## src/rtl/esdm_pkg.sv

```systemverilog
// esdm_pkg: shared types and constants for the encoder speed and direction meter
// used by esdm_divider and encoder_speed_direction_meter; no dependencies
package esdm_pkg;

	localparam int NUM_W    = 37;   // speed numerator width
	localparam int DEN_W    = 32;   // timestamp and divisor width
	localparam int SPEED_W  = 32;
	localparam int CAP_W    = 16;
	localparam int CNT_W    = 16;
	localparam int STEP_W   = $clog2(NUM_W);
	localparam int CFG_W    = 64;
	localparam int ADDR_W   = 4;
	localparam int OUT_W    = 40;   // speed and direction, padded to bytes

	localparam logic [CNT_W-1:0] PERIOD_RST = 16'd1000;
	localparam logic [NUM_W-1:0] NUMER_RST  = 37'd86400000000;

	typedef enum logic [1:0] {
		KIND_OVF = 2'd0,
		KIND_A   = 2'd1,
		KIND_B   = 2'd2,
		KIND_NONE = 2'd3
	} kind_t;

	typedef enum logic {
		REG_PERIOD = 1'b0,
		REG_NUMER  = 1'b1
	} reg_idx_t;

	typedef enum logic [1:0] {
		ST_IDLE,
		ST_DIV,
		ST_HOLD
	} main_state_t;

	typedef enum logic {
		DIV_IDLE,
		DIV_RUN
	} div_state_t;

	typedef struct packed {
		logic             start;
		logic [NUM_W-1:0] num;
		logic [DEN_W-1:0] den;
	} div_req_t;

endpackage

```

## src/rtl/esdm_divider.sv

```systemverilog
// esdm_divider: restoring divider, one quotient bit per cycle, 32-bit saturated result
// depends on esdm_pkg
module esdm_divider import esdm_pkg::*; (
	input  logic               clk,
	input  logic               arst_n,
	input  div_req_t           req,
	output logic               done,
	output logic [SPEED_W-1:0] quotient
);

	div_state_t          state_q, state_d;
	logic [STEP_W-1:0]   step_q;
	logic [NUM_W-1:0]    nq_q;
	logic [DEN_W-1:0]    rem_q;
	logic [DEN_W-1:0]    den_q;
	logic                done_q;
	logic [SPEED_W-1:0]  quot_q;

	logic [DEN_W:0]      rem_shift;
	logic [DEN_W:0]      diff;
	logic                ge;
	logic [DEN_W-1:0]    rem_next;
	logic [NUM_W-1:0]    nq_next;
	logic                last;

	// zero divisor makes every step subtract, so the quotient is all ones and saturates
	assign rem_shift = {rem_q, nq_q[NUM_W-1]};
	assign ge        = rem_shift >= {1'b0, den_q};
	assign diff      = rem_shift - {1'b0, den_q};
	assign rem_next  = ge ? diff[DEN_W-1:0] : rem_shift[DEN_W-1:0];
	assign nq_next   = {nq_q[NUM_W-2:0], ge};
	assign last      = step_q == STEP_W'(NUM_W - 1);

	always_comb begin
		state_d = state_q;
		unique case (state_q)
			DIV_IDLE: if (req.start) state_d = DIV_RUN;
			DIV_RUN:  if (last) state_d = DIV_IDLE;
			default:  state_d = DIV_IDLE;
		endcase
	end

	always_ff @(posedge clk or negedge arst_n) begin
		if (!arst_n) begin
			state_q <= DIV_IDLE;
			step_q  <= '0;
			done_q  <= 1'b0;
		end else begin
			state_q <= state_d;
			done_q  <= (state_q == DIV_RUN) && last;
			if (state_q == DIV_RUN) step_q <= step_q + 1'b1;
			else step_q <= '0;
		end
	end

	always_ff @(posedge clk) begin
		if (state_q == DIV_IDLE && req.start) begin
			nq_q  <= req.num;
			den_q <= req.den;
			rem_q <= '0;
		end else if (state_q == DIV_RUN) begin
			nq_q  <= nq_next;
			rem_q <= rem_next;
			if (last) begin
				if (|nq_next[NUM_W-1:SPEED_W]) quot_q <= '1;
				else quot_q <= nq_next[SPEED_W-1:0];
			end
		end
	end

	assign done     = done_q;
	assign quotient = quot_q;

	assert property (@(posedge clk) disable iff (!arst_n)
		done_q |-> state_q == DIV_IDLE)
		else $error("divider done while still running");

	assert property (@(posedge clk) disable iff (!arst_n)
		state_q == DIV_RUN && !last |=> state_q == DIV_RUN && !done_q)
		else $error("divider left run early");

	assert property (@(posedge clk) disable iff (!arst_n)
		state_q == DIV_IDLE && req.start |=> step_q == '0 && state_q == DIV_RUN)
		else $error("divider start not taken");

endmodule

```

## src/rtl/encoder_speed_direction_meter.sv

```systemverilog
// encoder_speed_direction_meter: period-based speed and direction from timer events
// depends on esdm_pkg and esdm_divider
// overflow and capture events update the registered state when accepted; the window-closing A edge
// starts a 37-step serial division whose result loads into the m_tvalid register once that register is free
// throughput: one event per cycle while idle; a closing edge holds s_tready low until the result loads
// reset: arst_n clears all counters and stamps, loads register defaults 1000 and 86400000000
module encoder_speed_direction_meter import esdm_pkg::*; (
	input  logic              clk,
	input  logic              arst_n,
	// event stream in
	input  logic              s_tvalid,
	output logic              s_tready,
	input  logic [CAP_W-1:0]  s_tdata,   // [15:0] capture_value
	input  logic [1:0]        s_tuser,   // [1:0] kind
	// result stream out
	output logic              m_tvalid,
	input  logic              m_tready,
	output logic [OUT_W-1:0]  m_tdata,   // [31:0] speed, [32] direction, [39:33] zero
	// register port
	input  logic              psel,
	input  logic              penable,
	input  logic              pwrite,
	input  logic [ADDR_W-1:0] paddr,
	input  logic [CFG_W-1:0]  pwdata,
	output logic [CFG_W-1:0]  prdata,
	output logic              pready
);

	main_state_t         state_q, state_d;
	logic [CNT_W-1:0]    period_q;
	logic [NUM_W-1:0]    numer_q;
	logic [CNT_W-1:0]    ovf_q;
	logic [CNT_W-1:0]    edge_q;
	logic [DEN_W-1:0]    first_q;
	logic [DEN_W-1:0]    second_q;
	logic [DEN_W-1:0]    b_q;
	logic                dir_q;
	logic                out_valid_q;
	logic [SPEED_W-1:0]  speed_q;
	logic                out_dir_q;

	logic                accept;
	kind_t               kind;
	logic [CNT_W-1:0]    ovf_inc;
	logic [CNT_W-1:0]    edge_inc;
	logic [DEN_W-1:0]    stamp;
	logic [DEN_W-1:0]    first_new;
	logic [DEN_W-1:0]    second_new;
	logic [CNT_W:0]      target;
	logic                close;
	logic [DEN_W-1:0]    elapsed;
	logic [DEN_W-1:0]    d_before;
	logic [DEN_W-1:0]    d_after;
	logic                out_free;
	logic                load_out;
	div_req_t            div_req;
	logic                div_done;
	logic [SPEED_W-1:0]  div_quot;
	logic                cfg_wr;
	reg_idx_t            cfg_idx;

	assign pready  = 1'b1;
	assign cfg_wr  = psel && penable && pwrite;
	assign cfg_idx = reg_idx_t'(paddr[3]);
	assign prdata  = (cfg_idx == REG_NUMER) ? {{(CFG_W-NUM_W){1'b0}}, numer_q}
	                                         : {{(CFG_W-CNT_W){1'b0}}, period_q};

	assign s_tready = state_q == ST_IDLE;
	assign accept   = s_tvalid && s_tready;
	assign kind     = kind_t'(s_tuser);

	assign ovf_inc    = ovf_q + 1'b1;
	assign edge_inc   = edge_q + 1'b1;
	assign stamp      = {ovf_q, s_tdata};
	assign first_new  = (edge_inc == CNT_W'(2)) ? stamp : first_q;
	assign second_new = (edge_inc == CNT_W'(3)) ? stamp : second_q;
	assign target     = {1'b0, period_q} + (CNT_W+1)'(2);
	assign close      = accept && kind == KIND_A && edge_inc != CNT_W'(1)
	                    && {1'b0, edge_inc} == target;
	assign elapsed    = stamp - first_new;
	assign d_before   = b_q - first_new;
	assign d_after    = second_new - b_q;

	assign div_req.start = close;
	assign div_req.num   = numer_q;
	assign div_req.den   = elapsed;

	esdm_divider u_div (
		.clk      (clk),
		.arst_n   (arst_n),
		.req      (div_req),
		.done     (div_done),
		.quotient (div_quot)
	);

	assign out_free = !out_valid_q || m_tready;

	always_comb begin
		state_d  = state_q;
		load_out = 1'b0;
		unique case (state_q)
			ST_IDLE: if (close) state_d = ST_DIV;
			ST_DIV: begin
				if (div_done) begin
					if (out_free) begin
						load_out = 1'b1;
						state_d  = ST_IDLE;
					end else begin
						state_d = ST_HOLD;
					end
				end
			end
			ST_HOLD: begin
				if (out_free) begin
					load_out = 1'b1;
					state_d  = ST_IDLE;
				end
			end
			default: state_d = ST_IDLE;
		endcase
	end

	always_ff @(posedge clk or negedge arst_n) begin
		if (!arst_n) begin
			state_q     <= ST_IDLE;
			period_q    <= PERIOD_RST;
			numer_q     <= NUMER_RST;
			ovf_q       <= '0;
			edge_q      <= '0;
			first_q     <= '0;
			second_q    <= '0;
			b_q         <= '0;
			out_valid_q <= 1'b0;
		end else begin
			state_q <= state_d;
			if (cfg_wr) begin
				unique case (cfg_idx)
					REG_PERIOD: period_q <= pwdata[CNT_W-1:0];
					REG_NUMER:  numer_q  <= pwdata[NUM_W-1:0];
					default: ;
				endcase
			end
			if (load_out) out_valid_q <= 1'b1;
			else if (m_tready) out_valid_q <= 1'b0;
			if (accept) begin
				case (kind)
					KIND_OVF: begin
						// count stays at zero until measuring has started
						if (ovf_inc == CNT_W'(1) && edge_q <= CNT_W'(1)) ovf_q <= '0;
						else ovf_q <= ovf_inc;
					end
					KIND_A: begin
						if (edge_inc == CNT_W'(1)) begin
							ovf_q  <= '0;
							edge_q <= edge_inc;
						end else begin
							first_q  <= first_new;
							second_q <= second_new;
							if (close) begin
								ovf_q  <= '0;
								edge_q <= '0;
							end else begin
								edge_q <= edge_inc;
							end
						end
					end
					KIND_B: if (edge_q == CNT_W'(2)) b_q <= stamp;
					default: ;
				endcase
			end
		end
	end

	always_ff @(posedge clk) begin
		if (close) dir_q <= !(d_before < d_after);
		if (load_out) begin
			speed_q   <= div_quot;
			out_dir_q <= dir_q;
		end
	end

	assign m_tvalid = out_valid_q;
	assign m_tdata  = {{(OUT_W-SPEED_W-1){1'b0}}, out_dir_q, speed_q};

	assert property (@(posedge clk) disable iff (!arst_n)
		close |=> state_q == ST_DIV && !s_tready)
		else $error("closing edge did not start the division");

	assert property (@(posedge clk) disable iff (!arst_n)
		div_done |-> state_q == ST_DIV)
		else $error("division finished outside the divide state");

	assert property (@(posedge clk) disable iff (!arst_n)
		$rose(m_tvalid) |-> $past(state_q) == ST_DIV || $past(state_q) == ST_HOLD)
		else $error("result raised without a finished division");

	assert property (@(posedge clk) disable iff (!arst_n)
		state_q == ST_HOLD |-> out_valid_q)
		else $error("result held back with output register empty");

endmodule

```

## config.mk

```make
export PLATFORM = sky130hd
export DESIGN_NAME = encoder_speed_direction_meter
export DESIGN_NICKNAME = d
export VERILOG_FILES = /design/src/rtl/esdm_pkg.sv /design/src/rtl/esdm_divider.sv /design/src/rtl/encoder_speed_direction_meter.sv
export SDC_FILE = /design/constraint.sdc
export NUM_CORES = 1
export LEC_CHECK = 0
export BUFFER_PORTS_ARGS = -buffer_cell sky130_fd_sc_hd__buf_2
export CAP_MARGIN = 20
export CELL_PAD_IN_SITES_DETAIL_PLACEMENT = 2
export CELL_PAD_IN_SITES_GLOBAL_PLACEMENT = 2
export CORE_ASPECT_RATIO = 1.75
export CORE_UTILIZATION = 40
export CTS_BUF_LIST = sky130_fd_sc_hd__clkbuf_8
export CTS_CLUSTER_DIAMETER = 30
export DETAILED_ROUTE_END_ITERATION = 12
export GPL_TIMING_DRIVEN = 0
export PLACE_DENSITY_LB_ADDON = 0.1
export SLEW_MARGIN = 10
export SYNTH_ARGS = -nofsm -noshare
export SYNTH_HDL_FRONTEND = slang
export SYNTH_SLANG_ARGS = --single-unit
```

## constraint.sdc

```tcl
create_clock -name clk -period 7.7 [get_ports clk]
set_input_delay 1.54 -clock clk [delete_from_list [all_inputs] [get_ports clk]]
set_output_delay 1.54 -clock clk [all_outputs]
set_load 0.05 [all_outputs]
```

==> flow_summary.yaml <==
yosys:
  netlist.area_leader.share: 0.184
  synth.area.top_cells: "dfrtp_1 (18%), edfxtp_1 (17%), ha_1 (8.6%)"
  synth_edf_count: 135
  synth_area_um2: 23400
  async_flop_share: 0.535
  synth_top_area_cell: "dfrtp_1"
  synth_cell_types: 97
  yosysWarnings: 0
  ys_seq_area_frac: 0.408
  synth_ff_type: "dfrtp_1"
  avgSynthCellArea_um2: 9.75
  netlist_instances: 2396
  synthTopCellsByCount: "o21ai_0 (197), nand2_1 (194), dfrtp_1 (172)"
  yosysMostFrequentCell: "o21ai_0"
  synth.ff_latch_count: 359
power:
  comb_power_share: 0.105
  clkPwrFrac: 0.474
  power_frac_seq: 0.421
  power_density_nw_per_um2: 186
  p_total_mw: 5.07
  switchingPower_mw: 1.44
  switching_share: 0.284
  p_int_mw: 3.63
  ir_worst_vdd_v: 0.000202
  power_leakage_nw: 11.6
cells_and_area:
  fill_cells: 6163
  syn_to_final_growth_pct: 16.9
  final_cell_area_um2: 27300
  post-route-util: 0.475
  layout-drive-gt1-share: 0.217
  top_regs: "numer_q x37, u_div.nq_q x37"
  finalNonFillerCells: 3485
  nNetsFinal: 2909
cts:
  cts.clk_slew.worst_paths_ps: 60
  cts-hold-fix-buffers: 0
  clkLatencyLatePin_ps: 710
  cts_sinks: 359
  cts_root_buffer: "clkbuf_8"
  tritoncts: "done"
  clk_path_buf_depth: 3
  cts_buffers: 76
  h-tree-depth: 3
timing:
  min_period_ps: 7340
  clock_skew_ps: 40.8
  worst_slew_pin_slew_ps: 1030
  fmax_mhz: 136
  finalHoldViolations: 0
  slew_violations: 0
  setup_viol: 0
  period_share: 0.953
  holdWs_ps: 420
  slew_headroom: 0.309
place:
  numPortBuffers: 131
  dp_hpwl_mm: 62.6
  dpl-instance-area_um2: 25200
  globalplace.congestion: 0.855
  placed_cells: 3334
routing:
  wire_per_inst_um: 24.0
  drc_errors: 0
  viasPerCell: 5.64
  num_vias: 19700
  drt_iter0_markers: 732
  firstDrtPassIters: 4
  drt-total-wl_mm: 83.6
  final_antenna_net_count: 0
die:
  start_util: 0.407
  coreArea_um2: 57500
  die_y_um: 322
  ioPinCount: 200
  die_area_um2: 59400
  die_width_um: 185
  row_count: 116
critical_path:
  cp_data_arrival_time_ps: 7740
  slowest_stage: "dfrtp_2"
  crit_start: "edge_q[1]$_DFFE_PN0P_"
  critPathKind: "reg -> reg"
  crit_required_ps: 8100
  r2r-start: "edge_q[1]$_DFFE_PN0P_"
  cp_max_fo: 10
  slowest_delay_ps: 500
  crit_path_end_kind: "flip-flop"
  startpoint_type: "flip-flop"
  cpMostUsedCell: "a21oi_1"
global_route:
  grt_pass1_vias: 22600
  grt_max_degree: 102
  overflow: 0
  grt_pass1_wl_mm: 130
  antenna_found_initial: 1
  track_usage: 0.287
outcome:
  status: "completed"
flow_run:
  maxCapViolCount: 0
hold_path:
  hp-class: "reg -> reg"
  worstHoldStart: "u_div.quotient[28]$_SDFFCE_PP1P_"
## final cells by class
class,instances,area (um^2),area share
Inverter,138,518,0.0190
Multi-Input combinational cell,1793,13000,0.474
Timing Repair Buffer,149,860,0.0315
Buffer,137,726,0.0266
Antenna cell,1,2.50,0.0000916
Tap cell,767,960,0.0351
Clock buffer,83,1140,0.0418
Sequential cell,359,9530,0.349
Clock inverter,58,621,0.0227
## critical path: cells and delay by family (launching register included)
kind | cells | cell delay (ps)
AOI/OAI and AO/OA | 16 | 3290
buffers and inverters | 4 | 660
DFF | 1 | 500
adders and majority gates | 4 | 910
xor gates and xnor gates | 1 | 90
muxes | 1 | 310
and+or+nand+nor | 6 | 1280
## layout by cell type, fill, tap and decap left out, types with 24 or more instances in the layout
master    synthesis  routed
mux2_2          166     166
nor2b_1          25      25
mux2i_1          38      37
nor3_1           38      36
nand2b_1         40      40
or3_1            37      37
buf_2             9     138
o21ai_1          25      27
a21o_1           51      51
nor2_1          131     128
dfxtp_1          32      32
ha_1            160     158
nand2_1         194     193
nand4_1          24      24
o21ai_0         197     192
buf_4            38      51
dfrtp_1         172     170
and3_1           29      28
xnor2_1         109     109
a21oi_1         128     121
conb_1            2      35
xor2_1           47      47
and2_1           28      28
nand3_1          56      55
inv_1           135     143
clkbuf_1         84      77
clkbuf_8          0      84
edfxtp_1        135     135
## cell families (layout without fill, tap and decap cells)
family | Yosys count | after routing | share of synthesized area
buffers and inverters | 277 | 565 | 0.0521
muxes | 206 | 206 | 0.0974
AOI/OAI and AO/OA | 574 | 574 | 0.153
adders and majority gates | 167 | 167 | 0.0896
other | 2 | 36 | 0.000321
and+or+nand+nor | 654 | 654 | 0.141
xor gates and xnor gates | 157 | 157 | 0.0592
DFF | 359 | 359 | 0.408
## final timing paths
kind | end | slack [ps] | cells past startpoint
worst max-delay path | dir_q$_DFFE_PP_ | 360 | 32
worst min-delay path | speed_q[28]$_DFFE_PP_ | 420 | 0
worst max register to register | dir_q$_DFFE_PP_ | 360 | 32
worst min register to register | speed_q[28]$_DFFE_PP_ | 420 | 0
max in group asynchronous | edge_q[1]$_DFFE_PN0P_ | 5690 | 2
min in group asynchronous | b_q[6]$_DFFE_PN0P_ | 900 | 1
## metal layers
layer | up-vias | wire length (um) | global-route usage
met1 | 9943 | 29000 | 0.273
met5 | - | 0 | 0
li1 | 9027 | - | -
met4 | 0 | 4290 | 0.154
met3 | 219 | 3000 | 0.0408
met2 | 465 | 47300 | 0.576
## power groups by stage
stage          logic, mW  clock network, mW  registers, mW
3_3_place_gp       0.495                  0           2.15
2_1_floorplan      0.379                  0           2.13
5_1_grt            0.563               2.54           2.14
4_1_cts            0.533               2.46           2.14
6_report           0.531               2.40           2.14
3_5_place_dp       0.520                  0           2.17
## metrics by stage
stage	setup slack [ps]	TNS, ps
detailed placement	-1420	-1540
floorplan	1290	0
finish	361	0
CTS	57.0	0
global placement	-1250	-1250
global route	-33.8	-33.8
## timing repair
item	in CTS	in global routing
endpoints found under the setup margin	4	1
pin swaps	6	8
buffers inserted	9	1
gates resized for setup	37	28
Note: power is estimated with default switching activity, not from simulation.
